## src/rtl/b64e_pkg.sv

```systemverilog
// Package for the Base64 encoder with line wrapping.
// Holds the character constants, the job record passed from front to back,
// and the alphabet lookup. No dependencies.
package b64e_pkg;

  localparam int unsigned QUEUE_DEPTH  = 2;
  localparam int unsigned LINE_W       = 10;
  localparam int unsigned CHAR_W       = 8;
  localparam int unsigned JOB_CHARS    = 6;
  localparam int unsigned IDX_W        = 3;

  localparam logic [LINE_W-1:0] MAX_LINE_RESET = 10'd76;

  localparam logic [CHAR_W-1:0] CHAR_CR  = 8'h0D;
  localparam logic [CHAR_W-1:0] CHAR_LF  = 8'h0A;
  localparam logic [CHAR_W-1:0] CHAR_PAD = 8'h3D;

  // index of the last character of a job
  localparam logic [IDX_W-1:0] LAST_PLAIN = 3'd3;
  localparam logic [IDX_W-1:0] LAST_CRLF  = 3'd5;

  typedef struct packed {
    logic [JOB_CHARS-1:0][CHAR_W-1:0] chars;
    logic                             crlf;
    logic                             msg_end;
  } job_t;

  function automatic logic [CHAR_W-1:0] sym(input logic [5:0] six);
    logic [CHAR_W-1:0] v;
    v = {2'b00, six};
    if (six < 6'd26)      sym = 8'h41 + v;
    else if (six < 6'd52) sym = 8'h61 + (v - 8'd26);
    else if (six < 6'd62) sym = 8'h30 + (v - 8'd52);
    else if (six == 6'd62) sym = 8'h2B;
    else                  sym = 8'h2F;
  endfunction

endpackage

```

## src/rtl/base64_encoder_line_wrap.sv

```systemverilog
// Base64 encoder with CR LF line wrapping: top level.
// Instantiates b64e_front, b64e_queue and b64e_back; uses b64e_pkg.
//
// Usage:
//   in_*  : one message byte per request, in_tlast marks the final byte.
//   out_* : one ASCII character per request; out_tlast marks the last
//           character caused by an input byte, out_tuser the last character
//           of the encoded message.
//   cfg_* : writes max_line_length; always ready. Write only while idle.
// Every third byte (or a final byte) queues a job of 4 characters, or 6
// when CR LF follows. The back end drains one character per cycle while
// out_tready allows, limited by the single-character output register.
// The first character of a group goes through the queue write and then
// the output register before it becomes valid.
// When the receiver stalls, the output holds, the job queue fills and
// in_tready drops once QUEUE_DEPTH jobs wait.
// Reset (rst_n low, synchronous) clears group, line count and queue, and
// sets max_line_length to 76.
module base64_encoder_line_wrap #(
  parameter int unsigned QUEUE_DEPTH = b64e_pkg::QUEUE_DEPTH
) (
  input  logic                          clk,
  input  logic                          rst_n,
  input  logic                          in_tvalid,
  output logic                          in_tready,
  input  logic [7:0]                    in_tdata,   // [7:0] data_byte
  input  logic                          in_tlast,   // final_byte
  output logic                          out_tvalid,
  input  logic                          out_tready,
  output logic [7:0]                    out_tdata,  // [7:0] out_char
  output logic                          out_tlast,  // run_last
  output logic                          out_tuser,  // [0] message_end
  input  logic                          cfg_valid,
  output logic                          cfg_ready,
  input  logic [b64e_pkg::LINE_W-1:0]   cfg_data
);

  b64e_pkg::job_t  push_job, head_job;
  logic            q_push, q_pop, q_full, q_empty;

  b64e_front u_front (
    .clk       (clk),
    .rst_n     (rst_n),
    .in_tvalid (in_tvalid),
    .in_tready (in_tready),
    .in_tdata  (in_tdata),
    .in_tlast  (in_tlast),
    .cfg_valid (cfg_valid),
    .cfg_ready (cfg_ready),
    .cfg_data  (cfg_data),
    .q_full    (q_full),
    .q_push    (q_push),
    .q_job     (push_job)
  );

  b64e_queue #(
    .DEPTH (QUEUE_DEPTH)
  ) u_queue (
    .clk      (clk),
    .rst_n    (rst_n),
    .push     (q_push),
    .push_job (push_job),
    .pop      (q_pop),
    .head_job (head_job),
    .full     (q_full),
    .empty    (q_empty)
  );

  b64e_back u_back (
    .clk        (clk),
    .rst_n      (rst_n),
    .q_empty    (q_empty),
    .q_head     (head_job),
    .q_pop      (q_pop),
    .out_tvalid (out_tvalid),
    .out_tready (out_tready),
    .out_tdata  (out_tdata),
    .out_tlast  (out_tlast),
    .out_tuser  (out_tuser)
  );

endmodule

```

## src/rtl/b64e_front.sv

```systemverilog
// Front end: accepts bytes, gathers 3-byte groups, tracks line length and
// builds character jobs for the queue. Depends on b64e_pkg.
module b64e_front (
  input  logic                          clk,
  input  logic                          rst_n,
  input  logic                          in_tvalid,
  output logic                          in_tready,
  input  logic [7:0]                    in_tdata,
  input  logic                          in_tlast,
  input  logic                          cfg_valid,
  output logic                          cfg_ready,
  input  logic [b64e_pkg::LINE_W-1:0]   cfg_data,
  input  logic                          q_full,
  output logic                          q_push,
  output b64e_pkg::job_t                q_job
);

  logic [1:0]                   pos_r, pos_nxt;
  logic [15:0]                  pend_r, pend_nxt;
  logic [b64e_pkg::LINE_W-1:0]  len_r, len_nxt;
  logic [b64e_pkg::LINE_W-1:0]  max_len_r;

  logic                         accept;
  logic [1:0]                   pos;
  logic                         emit;
  logic                         wrap;
  logic [7:0]                   b, c1, c2;

  assign cfg_ready = 1'b1;
  assign in_tready = !q_full;
  assign accept    = in_tvalid && in_tready;

  assign b    = in_tdata;
  assign c1   = pend_r[15:8];
  assign c2   = pend_r[7:0];
  assign pos  = (pos_r == 2'd3) ? 2'd0 : pos_r;
  assign emit = in_tlast || (pos == 2'd2);
  assign wrap = ({1'b0, len_r} + 11'd8) > {1'b0, max_len_r};

  always_comb begin
    pos_nxt  = pos_r;
    pend_nxt = pend_r;
    len_nxt  = len_r;
    q_job    = '0;
    q_push   = accept && emit;
    unique case (pos)
      2'd0: begin
        q_job.chars[0] = b64e_pkg::sym(b[7:2]);
        q_job.chars[1] = b64e_pkg::sym({b[1:0], 4'b0000});
        q_job.chars[2] = b64e_pkg::CHAR_PAD;
        q_job.chars[3] = b64e_pkg::CHAR_PAD;
      end
      2'd1: begin
        q_job.chars[0] = b64e_pkg::sym(c1[7:2]);
        q_job.chars[1] = b64e_pkg::sym({c1[1:0], b[7:4]});
        q_job.chars[2] = b64e_pkg::sym({b[3:0], 2'b00});
        q_job.chars[3] = b64e_pkg::CHAR_PAD;
      end
      default: begin
        q_job.chars[0] = b64e_pkg::sym(c1[7:2]);
        q_job.chars[1] = b64e_pkg::sym({c1[1:0], c2[7:4]});
        q_job.chars[2] = b64e_pkg::sym({c2[3:0], b[7:6]});
        q_job.chars[3] = b64e_pkg::sym(b[5:0]);
        q_job.chars[4] = b64e_pkg::CHAR_CR;
        q_job.chars[5] = b64e_pkg::CHAR_LF;
        q_job.crlf     = wrap;
      end
    endcase
    q_job.msg_end = in_tlast;

    if (accept) begin
      if (!emit) begin
        if (pos == 2'd0) pend_nxt = {b, 8'h00};
        else             pend_nxt = {c1, b};
        pos_nxt = pos + 2'd1;
      end else begin
        pos_nxt  = 2'd0;
        pend_nxt = '0;
        if (in_tlast)  len_nxt = '0;
        else if (wrap) len_nxt = '0;
        else           len_nxt = len_r + 10'd4;
      end
    end
  end

  always_ff @(posedge clk) begin
    if (!rst_n) begin
      pos_r     <= '0;
      pend_r    <= '0;
      len_r     <= '0;
      max_len_r <= b64e_pkg::MAX_LINE_RESET;
    end else begin
      pos_r  <= pos_nxt;
      pend_r <= pend_nxt;
      len_r  <= len_nxt;
      if (cfg_valid && cfg_ready) max_len_r <= cfg_data;
    end
  end

endmodule

```

## src/rtl/b64e_queue.sv

```systemverilog
// Small job queue between front and back ends.
// Depends on b64e_pkg for the job record.
module b64e_queue #(
  parameter int unsigned DEPTH = b64e_pkg::QUEUE_DEPTH
) (
  input  logic            clk,
  input  logic            rst_n,
  input  logic            push,
  input  b64e_pkg::job_t  push_job,
  input  logic            pop,
  output b64e_pkg::job_t  head_job,
  output logic            full,
  output logic            empty
);

  localparam int unsigned PTR_W = (DEPTH > 1) ? $clog2(DEPTH) : 1;
  localparam int unsigned CNT_W = $clog2(DEPTH + 1);

  b64e_pkg::job_t    mem_r [DEPTH];
  logic [PTR_W-1:0]  wr_ptr_r, rd_ptr_r;
  logic [CNT_W-1:0]  cnt_r;
  logic              do_push, do_pop;

  assign full     = (cnt_r == CNT_W'(DEPTH));
  assign empty    = (cnt_r == '0);
  assign do_push  = push && !full;
  assign do_pop   = pop && !empty;
  assign head_job = mem_r[rd_ptr_r];

  always_ff @(posedge clk) begin
    if (do_push) mem_r[wr_ptr_r] <= push_job;
  end

  always_ff @(posedge clk) begin
    if (!rst_n) begin
      wr_ptr_r <= '0;
      rd_ptr_r <= '0;
      cnt_r    <= '0;
    end else begin
      if (do_push)
        wr_ptr_r <= (wr_ptr_r == PTR_W'(DEPTH - 1)) ? '0 : wr_ptr_r + 1'b1;
      if (do_pop)
        rd_ptr_r <= (rd_ptr_r == PTR_W'(DEPTH - 1)) ? '0 : rd_ptr_r + 1'b1;
      if (do_push && !do_pop)      cnt_r <= cnt_r + 1'b1;
      else if (do_pop && !do_push) cnt_r <= cnt_r - 1'b1;
    end
  end

endmodule

```

## src/rtl/b64e_back.sv

```systemverilog
// Back end: walks the head job one character per cycle into the output
// register while that register is free. Depends on b64e_pkg.
module b64e_back (
  input  logic                          clk,
  input  logic                          rst_n,
  input  logic                          q_empty,
  input  b64e_pkg::job_t                q_head,
  output logic                          q_pop,
  output logic                          out_tvalid,
  input  logic                          out_tready,
  output logic [b64e_pkg::CHAR_W-1:0]   out_tdata,
  output logic                          out_tlast,
  output logic                          out_tuser
);

  logic [b64e_pkg::IDX_W-1:0]   idx_r;
  logic                         out_tvalid_r;
  logic [b64e_pkg::CHAR_W-1:0]  out_tdata_r;
  logic                         out_tlast_r, out_tuser_r;
  logic                         slot_free, fire, last;

  assign slot_free = !out_tvalid_r || out_tready;
  assign fire      = slot_free && !q_empty;
  assign last      = (idx_r == (q_head.crlf ? b64e_pkg::LAST_CRLF : b64e_pkg::LAST_PLAIN));
  assign q_pop     = fire && last;

  assign out_tvalid = out_tvalid_r;
  assign out_tdata  = out_tdata_r;
  assign out_tlast  = out_tlast_r;
  assign out_tuser  = out_tuser_r;

  always_ff @(posedge clk) begin
    if (fire) begin
      out_tdata_r <= q_head.chars[idx_r];
      out_tlast_r <= last;
      out_tuser_r <= last && q_head.msg_end;
    end
  end

  always_ff @(posedge clk) begin
    if (!rst_n) begin
      idx_r        <= '0;
      out_tvalid_r <= 1'b0;
    end else begin
      if (fire) idx_r <= last ? '0 : idx_r + 1'b1;
      if (slot_free) out_tvalid_r <= fire;
    end
  end

endmodule

```

## config.mk

```make
export PLATFORM = sky130hd
export DESIGN_NAME = base64_encoder_line_wrap
export DESIGN_NICKNAME = d
export VERILOG_FILES = /design/src/rtl/b64e_pkg.sv /design/src/rtl/base64_encoder_line_wrap.sv /design/src/rtl/b64e_front.sv /design/src/rtl/b64e_queue.sv /design/src/rtl/b64e_back.sv
export SDC_FILE = /design/constraint.sdc
export NUM_CORES = 1
export LEC_CHECK = 0
export BUFFER_PORTS_ARGS = -buffer_cell sky130_fd_sc_hd__buf_2
export CAP_MARGIN = 20
export CORE_ASPECT_RATIO = 1.5
export CORE_UTILIZATION = 55
export DETAILED_ROUTE_END_ITERATION = 8
export PLACE_DENSITY = 0.8
export SKIP_CTS_REPAIR_TIMING = 1
export SLEW_MARGIN = 20
export SYNTH_ARGS = -nofsm -noshare
export SYNTH_HDL_FRONTEND = slang
export SYNTH_SLANG_ARGS = --single-unit
```

## constraint.sdc

```tcl
create_clock -name clk -period 4.24 [get_ports clk]
set_clock_uncertainty 0.1 [all_clocks]
set_input_delay 0.848 -clock clk [delete_from_list [all_inputs] [get_ports clk]]
set_output_delay 0.848 -clock clk [all_outputs]
set_load 0.03 [all_outputs]
```

After elaboration in Yosys (flattened, before gate mapping) --
Memories as Yosys holds them, arrays and structs flattened. A register that Yosys moved wholly into a read port is not among the register bits. Index checks and enable logic that the tools add are counted. W data, S select, Z words.
Storage, ports and cells: bits in registers 56, RAM bits 92, input bits 24, output and inout port bits 13, word-level logic and storage cells 173, memories kept 1
Operators by class: $add $sub $neg 48, order comparisons 26, equal/unequal tests 11, muxes and demuxes 51, reductions and logical operators 23
Memories:
- u_queue.mem_r | depth 2, bits a word 46, read ports 1, clocked after Yosys merged registers in 1, write ports 1, RTL line b64e_queue.sv:19 | b64e_pkg::job_t mem_r [DEPTH];
Operators with widths (number):
- $mux W8 | 25
- $lt A6 B6 Y1 const B | 16
- $add A6 B8 Y8 const A | 8
- $add A7 B6 Y8 const A | 8
- $add A7 B8 Y8 const A | 8
- $pmux W32 S2 | 1
- $sub A6 B5 Y7 const B | 8
- $sub A6 B6 Y7 const B | 8
- $lt A6 B5 Y1 const B | 8
- $eq A6 B6 Y1 const B | 6
- $mux W16 | 2
- $bmux W8 S3 | 1
- $mux W3 | 8
- $mux W10 | 2
- $mux W12 | 1
- $add A10 B4 Y11 const B | 1
- $gt A11 B10 Y1 | 1
- $add A10 B3 Y10 const B | 1
- $logic_and A1 B1 Y1 | 9
- $mux W2 | 4
- $mux W1 | 7
- $eq A2 B2 Y1 const B | 3
- $logic_not A1 Y1 | 5
- $add A2 B1 Y2 const B | 2
- 11 further kinds | 16

Depth between registers and ports, before layout --
Gate-level depths: netlist (run 1).
depth in word-level cells 10, depth in mapped cells 12, mapped depth without buffers 10

Modules after synthesis --
From an unflattened synthesis (run 1), not the netlist that was laid out.
Unflattened totals: cell total of the unflattened synthesis 1034, area, all modules 10460.0 µm²
Modules (own cells, without submodules):
- b64e_front | instances 1, cells each 768, area each 5686.7 µm², sequential area each 720.7 µm²
- b64e_queue | instances 1, cells each 181, area each 3828.7 µm², sequential area each 3103.0 µm²
- b64e_back | instances 1, cells each 85, area each 944.7 µm², sequential area each 380.4 µm²

Least setup slack after synthesis (run 1) --
Ideal clock, no wire load.
path kind register to register, start register u_front.pos_r[0], end memory u_queue.mem_r[0][0] in the netlist's numbering, enable pin, setup time 0.471 ns, arrival time 3.683 ns, required time 3.669 ns, path slack -0.013 ns, cell stages (with the launch flop) 8, path buffers 3, clock period less this slack 4.253 ns, cell sequence dfxtp_1 -> inv_1 -> ha_1 -> buf_2 -> clkbuf_1 -> clkbuf_1 -> nor2_1 -> nor3_1
Between the ends: longest elaborated chain between the ends 8
Ends and longest elaborated chain:
- start: declaration | RTL line b64e_front.sv:18 | logic [1:0] pos_r, pos_nxt;
- start signal: assignment | RTL line b64e_front.sv:93 | pos_r <= pos_nxt;
- $eq A2 B2 Y1 | RTL line b64e_front.sv:36 | assign pos = (pos_r == 2'd3) ? 2'd0 : pos_r;
- $mux W2 (*) | RTL line b64e_front.sv:36
- $eq A2 B2 Y1 (*) | RTL line b64e_front.sv:37 | assign emit = in_tlast || (pos == 2'd2);
- $logic_or A1 B1 Y1 (*) | RTL line b64e_front.sv:37
- $logic_and A1 B1 Y1 (*) | RTL line b64e_front.sv:45 | q_push = accept && emit;
- $logic_and A1 B1 Y1 (*) | RTL line b64e_queue.sv:26 | assign do_push = push && !full;
- $mux W1 (*) | RTL line b64e_queue.sv:31 | if (do_push) mem_r[wr_ptr_r] <= push_job;
- $mux W1 (not written as such) (*) | RTL line b64e_queue.sv:31
- end: declaration | RTL line b64e_queue.sv:19
Mark *: on every way between the ends. The rest lies on a longest branch, timed or not.

==> summary.md, run 1 <==
| Metric | Value |
|---|---|
| Status | `finished clean` |
| Total grt overflow | `0` |
| First-pass GRT wire length | `between 30000 and 40000 um` |
| Initial antenna violation count | `0` |
| Worst r2r src | `u_front.pend_r[12]` |
| Worst hold start | `u_front.pos_r[0]` |
| Reg area | `roughly 0.0033 sq mm` |
| Largest net degree at the start of global routing | `36` |
| Final setup fails | `0` |
| Cell Rows | `56` |
| Switching power | `0.00101 W` |
| Io pins | `37` |
| Crit path arrival time | `between 3 and 4 ns` |
| Worst-margin pin slew | `approximately 0.86 ns` |
| PwrDens | `roughly 360 mW/mm^2` |
| Slowest CP cell | `or3_1` |
| TritonCTS Buffers | `17` |
| Root Buffer | `clkbuf_16` |
| Net Sw Frac | `29.4%` |
| Setup TNS | `0 ns` |
| Seq/Total Area, Yosys | `between 30% and 40%` |
| Multi-input logic area | `just over 0.005 sq mm` |
| DRC | `0` |
| Share of cells above drive strength 1 | `between 10% and 20%` |
| CTS clk-pin slew, worst paths | `about 0.06 ns` |
| Dpl hpwl | `around 16000 um` |
| Synth Register Bits | `around 130` |
| Sink Count | `125` |
| Unique masters post-synth | `between 70 and 80` |
| Fillers | `about 1300` |
| DRT antenna net count | `0` |
| Met1 GRT Util | `roughly a third` |
| DRT Pass-1 Iters | `5` |
| H-tree Lvls | `4` |
| P_int | `approximately 0.0024 W` |
| Hold Path Depth | `2` |
| Gpl congestion | `between 0.9 and 1` |
| Mapped Nets | `998` |
| Avg Inst Size Synth | `slightly below 10 sq um` |
| Rel. slew slack | `42.7%` |
| Nets | `approximately 1000` |
| Max_cap viols | `0` |
| Top_reg_cell synth | `edfxtp_1` |
| PortBufs | `35` |
| Reg2Reg Setup Slack | `between 1 and 1.5 ns` |
| Pleak | `around 3.6 nW` |
| Clock latency on the worst-skew pair | `0.41 ns` |
| Fmax | `335 MHz` |
| Met3 usage | `4.25%` |
| CTS tree | `done` |
| Final hold vios | `0` |
| Clock share of power | `41.1%` |
| Total GRT Usage | `around 28%` |
| Worst IR Drop VDD | `roughly 0.00028 V` |
| Max incr delay on CP | `just under 0.4 ns` |
| Die width | `about 110 um` |
| Syn Inst Count | `approximately 900` |
| Clk buf depth | `2` |
| Final Max Slew Viols | `0` |
| Via count | `approximately 7000` |
| Antenna fix cells | `0` |
| Fin crit share | `70.4%` |
| Warnings from Yosys | `0` |
| Grt peak-use layer | `met2` |
| Cell mode on critical path | `ha_1` |
| Required time worst endpoint | `~4.3 ns` |
| Sequential fraction of design power | `about two fifths` |
| Routed WL per cell | `just under 20 um` |
| Minimum clock period | `2.98 ns` |
| Core Area | `about 0.016 sq mm` |
| Hold crit path type | `reg -> reg` |
| Hold EP | `u_front.pos_r[0]` |
| Final Core Density | `around 61%` |
| Worst setup SP type | `input port` |
| Post-synth EDFFs | `80` |
| CP endpoint kind | `flop` |
| Area Growth Syn to Fin | `9.59%` |
| DIE HEIGHT | `around 160 um` |
| Mapped cell area | `roughly 0.009 sq mm` |
| WP buf/inv | `2` |
| Starting density of the core | `a little under three fifths` |
| Die area | `approximately 0.016 sq mm` |
| RSZ-0062 raised after global routing | `no` |
| FF-to-FF path depth | `7` |
| Vias per cell | `6.21` |
| Via count of the first global-routing pass | `approximately 7000` |
| Met2 Usage GRT | `around half` |
| Async set or reset register ratio after synthesis | `0%` |
| Comb power frac | `between 15 and 20%` |
| Crit-path cells | `buf_2 > inv_1 > ha_1 > xor2_1 > ha_1 > xnor2_1 > a21oi_1 > or3_1 > o211ai_1` |
| R2R Path End | `u_queue.mem_r[1][8]` |
| CP Class | `in -> reg` |
| Post-Route WL | `~22000 um` |
| DRT iter0 DRCs | `approximately 670` |
| Top delay family on crit path | `buffers and inverters` |
| CP Max Fanout | `17` |
[stage by stage]
stage	setup WS [ns]	instance area (sq um)	hold WS, ns	instances	total power, W
6_report	1.26	9590	0.392	1130	0.00345
5_1_grt	1.11	9590	0.421	1130	0.00357
4_1_cts	1.30	9590	0.390	1130	0.00345
3_5_place_dp	0.875	9020	0.380	1098	0.00204
3_3_place_gp	0.893	9020	0.365	1098	0.00203
2_1_floorplan	1.06	8760	0.349	901	0.00188
[worst max-delay path by stage]
stage	end	cells after the start	startpoint	slack (ns)
global placement	u_queue.mem_r[0][6]	8	in_tdata[3]	0.89
detailed placement	u_queue.mem_r[1][6]	8	in_tdata[3]	0.88
floorplan	u_queue.mem_r[0][0]	7	u_front.pos_r[0]	1.06
CTS	u_queue.mem_r[1][6]	8	in_tdata[3]	1.30
global route	u_queue.mem_r[0][6]	8	in_tdata[3]	1.11
finish	u_queue.mem_r[0][16]	9	in_tdata[6]	1.26
[synthesized netlist by cell type, drive strengths merged, types with 8 or more instances]
library cell | number | area share (%)
mux4 | 16 | 4.1
dfxtp | 45 | 10
a211oi | 15 | 1.3
xnor2 | 51 | 5.3
ha | 73 | 10
a21oi | 66 | 3.8
nand3 | 27 | 1.6
nand2 | 80 | 3.4
edfxtp | 80 | 27
a31oi | 8 | 0.57
o211ai | 13 | 1.1
inv | 40 | 1.7
a22oi | 10 | 0.86
nand2b | 13 | 0.93
mux2i | 27 | 3.1
nor3 | 10 | 0.63
nor2 | 70 | 3.0
nor2b | 11 | 0.79
clkbuf | 24 | 1.0
o21ai | 43 | 2.5
a21o | 10 | 0.94
buf | 27 | 1.8
o22ai | 11 | 0.79
xor2 | 33 | 3.3
[metal layers]
layer  wire length, um  vias up
li1                  -     3310
met1              8570     3333
met2             11300      309
met3              1360       67
met4              1090        0
met5                 0        -
[power groups by stage]
stage	Clock (W)	Sequential [W]	Combinational, W
after floorplan	0	0.00145	0.000426
after global placement	0	0.00144	0.000589
after detailed placement	0	0.00145	0.000598
after CTS	0.00143	0.00142	0.000603
after global routing	0.00148	0.00143	0.000661
final	0.00142	0.00142	0.000609
[registers in the layout (all words and copies together) (netlist names), named ones only]
signal and flops:
u_queue.cnt_r 2, u_front.len_r 8, u_queue.mem_r 70, u_back.out_tvalid 1, u_back.out_tuser 1, u_back.out_tlast 1, u_queue.rd_ptr_r 1, u_queue.wr_ptr_r 1
u_front.pos_r 2, u_front.max_len_r 10, u_front.pend_r 16, u_back.out_tdata 8, u_back.idx_r 3
[final cells by class]
type	count	area share, %
repair buffers	45	2.61
multi-input cells	685	52.8
inverters	40	1.57
flip-flops and latches	125	34.4
clock inverters	15	1.55
well taps	203	2.65
clock buffers	17	4.43
[worst register-to-register path, stage by stage, from the launching register on]
cell and delay (ns):
dfxtp_1 0.50, inv_1 0.17, ha_1 0.28, xor2_1 0.31, nor3b_2 0.13, maj3_1 0.37, a221oi_1 0.42, o22ai_1 0.20
[layout by cell type, fill, tap and decap left out, types with 4 or more instances in the layout]
master     instances
dfxtp_1           45
nor3_1             8
a211oi_1          15
buf_4             10
buf_2             35
nor2_1            70
nor2b_1           11
o21ai_0           35
mux2_2             6
xnor2_1           50
or3_1              5
a22oi_1           10
or2_2              4
o22ai_1           11
o21ai_1            8
nand2b_1          13
a21o_1             9
a21oi_1           65
a31oi_1            8
xor2_1            33
ha_1              73
nor3b_1            6
and3_1             5
nand2_1           80
mux4_2            16
and2_1             4
o211ai_1          13
edfxtp_1          80
nand4_1            7
inv_6              6
inv_1             37
clkbuf_16         17
mux2i_1           27
nand3_1           26
nand3b_1           6
[cells by family (layout without fill, tap and decap cells)]
| kind of cell | count (synthesis) | after routing | share of synthesized area (%) |
|---|---|---|---|
| xor gates and xnor gates | 84 | 84 | 8.62 |
| DFF | 125 | 125 | 37.7 |
| adders and majority gates | 74 | 74 | 10.5 |
| muxes | 49 | 49 | 7.98 |
| AOI/OAI and AO/OA | 220 | 220 | 16.5 |
| other | 1 | 1 | 0.0428 |
| buffers and inverters | 91 | 117 | 4.57 |
| and+or+nand+nor | 257 | 257 | 14.0 |
(Power assumes the default switching activity.)
==> run 2: changes to the inputs <==
==> constraint.sdc (replaced) <==
create_clock -name clk -period 2.7 [get_ports clk]
set_clock_uncertainty 0.1 [all_clocks]
set_input_delay 0.54 -clock clk [delete_from_list [all_inputs] [get_ports clk]]
set_output_delay 0.54 -clock clk [all_outputs]
set_load 0.03 [all_outputs]
==> run 2 against run 1 <==
Power up 63%. Register-to-register slack worse by 1.3 ns. Setup slack worse by 1.1 ns. Worst hold slack worse by 0.14 ns. Sequential share of layout area down 2.1 points. Clock power up 63%. First-iteration DRC count up 9.5%. Via count up 5.7%. Sequential power up 56%. Non-clock buffer count up 74. Largest cell class unchanged.
==> summary.md, run 2 (synthesis results as in run 1) <==
| Metric | Value |
|---|---|
| Starting density of the core | `between 50% and 60%` |
| Largest net degree at the start of global routing | `36` |
| Required time worst endpoint | `between 2 and 3 ns` |
| Sequential fraction of design power | `between 30% and 40%` |
| CP Class | `reg -> reg` |
| Fillers | `~1200` |
| Routed WL per cell | `approximately 20 um` |
| Status | `finished clean` |
| Hold Path Depth | `3` |
| PortBufs | `35` |
| Via count of the first global-routing pass | `approximately 7200` |
| Power Total | `approximately 0.0056 W` |
| Leading cell types in the layout, fill and taps excluded | `buf_4 (82), nand2_1 (80), edfxtp_1 (80)` |
| Comb power frac | `19.4%` |
| Area Growth Syn to Fin | `16.7%` |
| Max FFs per register | `70` |
| Cell mode on critical path | `ha_1` |
| Area of placed instances | `0.00960 sq mm` |
| Slowest CP cell | `dfxtp_1` |
| Fin crit share | `95.6%` |
| Die area | `0.0164 sq mm` |
| Io pins | `37` |
| Minimum clock period | `approximately 2.6 ns` |
| CTS tree | `done` |
| Net Sw Frac | `between 20 and 30%` |
| Max incr delay on CP | `~0.4 ns` |
| Root Buffer | `clkbuf_16` |
| Vias per cell | `around 6` |
| PwrDens | `approximately 550 mW/mm^2` |
| P_int | `approximately 0.004 W` |
| Worst-margin pin slew | `0.862 ns` |
| CP Max Fanout | `8` |
| Die width | `approximately 110 um` |
| Nets | `1085` |
| DRT antenna net count | `0` |
| Clock latency on the worst-skew pair | `roughly 0.42 ns` |
| DRT Pass-1 Iters | `6` |
| Final hold vios | `0` |
| Fmax | `slightly below 400 MHz` |
| Worst setup SP type | `flop` |
| Initial antenna violation count | `0` |
| Top delay family on crit path | `compound AO/OA/AOI/OAI gates` |
| Crit-path cells | `ha_1 > nand3_2 > nor2_2 > xor2_1 > ha_1 > a21oi_1 > o2111a_1 > o21ai_2 > a211oi_1` |
| Core Area | `between 0.015 and 0.02 sq mm` |
| Hold crit path type | `in -> reg` |
| Cell Rows | `between 50 and 60` |
| Worst IR Drop VDD | `roughly 0.00051 V` |
| Commonest non-fill, non-tap cell in the layout | `buf_4` |
| Reg2Reg Setup Slack | `0.12 ns` |
| CTS clk-pin slew, worst paths | `about 0.06 ns` |
| Crit path arrival time | `2.80 ns` |
| Pleak | `3.99 nW` |
| DRC | `0` |
| Sink Count | `125` |
| Top reg by flops | `u_queue.mem_r` |
| Dpl hpwl | `17800 um` |
| TritonCTS Buffers | `17` |
| Final Max Slew Viols | `0` |
| Post-Route WL | `24000 um` |
| Rel. slew slack | `a little over two fifths` |
| First-pass GRT wire length | `37700 um` |
| Max_cap viols | `0` |
| Via count | `about 7400` |
| DRT iter0 DRCs | `approximately 730` |
| Total GRT Usage | `between 30% and 40%` |
| RSZ-0062 raised after global routing | `no` |
| Critical path depth in cells | `9` |
| Switching power | `approximately 0.0016 W` |
| Clk buf depth | `2` |
| Total grt overflow | `0` |
| FF-to-FF path depth | `9` |
| CP endpoint kind | `flop` |
| Largest regs | `u_queue.mem_r (70), u_front.pend_r (16), u_front.max_len_r (10)` |
| Design Area, Final | `0.0102 sq mm` |
| Gpl congestion | `1.01` |
| Final setup fails | `0` |
| Antenna fix cells | `0` |
| DIE HEIGHT | `between 150 and 200 um` |
| Share of cells above drive strength 1 | `19.4%` |
| H-tree Lvls | `4` |
| WP buf/inv | `0` |
| Clock share of power | `about two fifths` |
[run 2: cell types whose count changed in the layout (fill, tap and decap cells not counted), moves of 2 or more]
cell	delta
bufinv_16	+2
clkinvlp_4	+5
nor2_2	+2
inv_8	-2
nor2_1	-2
buf_12	+2
inv_6	-6
inv_4	-2
buf_4	+72
[run 2: routing by layer]
| metal | share of wire [%] | global-route usage (%) | up-vias |
|---|---|---|---|
| li1 | - | - | 3455 |
| met1 | 38 | 33.1 | 3581 |
| met2 | 52 | 55.0 | 308 |
| met3 | 4.6 | 4.79 | 78 |
| met4 | 5.2 | 17.7 | 0 |
| met5 | 0 | 0 | - |
[run 2: path summary, 6_finish.rpt]
kind,end,start
max,u_front.len_r[7],u_front.len_r[4]
min reg2reg,u_front.pos_r[0],u_front.pos_r[0]
max reg2reg,u_front.len_r[7],u_front.len_r[4]
min,u_front.max_len_r[2],cfg_data[2]
[run 2: tightest hold or removal path, cell delays in order]
cell and delay, ns:
buf_2 0.08, nand2_1 0.04, o211ai_1 0.07
[run 2: cell type report]
| type | instances | area (sq um) | area share (%) |
|---|---|---|---|
| multi-input cells | 685 | 5080 | 49.7 |
| flip-flops and latches | 125 | 3300 | 32.3 |
| repair buffers | 119 | 831 | 8.13 |
| clock buffers | 18 | 429 | 4.20 |
| well taps | 203 | 254 | 2.49 |
| clock inverters | 14 | 171 | 1.68 |
| inverters | 40 | 150 | 1.47 |
[run 2: per-stage QoR]
stage / setup TNS [ns] / hold slack (ns) / worst slack [ns] / util [%] / cells
after global routing: 0 / 0.243 / 0.0477 / 65.4 / 1204
final: 0 / 0.248 / 0.119 / 65.4 / 1204
after global placement: -0.456 / 0.362 / -0.159 / 61.4 / 1172
after detailed placement: -0.474 / 0.378 / -0.181 / 61.4 / 1172
after CTS: -0.336 / 0.243 / -0.0661 / 65.3 / 1204
after floorplan: 0 / 0.349 / 0.0198 / - / 901
[run 2: power by group through the flow]
stage                     clock, W  combinational, W  sequential [W]
after floorplan                  0          0.000670         0.00228
after global placement           0           0.00104         0.00225
after detailed placement         0           0.00106         0.00226
after CTS                  0.00231           0.00107         0.00222
after global routing       0.00240           0.00117         0.00223
final                      0.00231           0.00109         0.00222
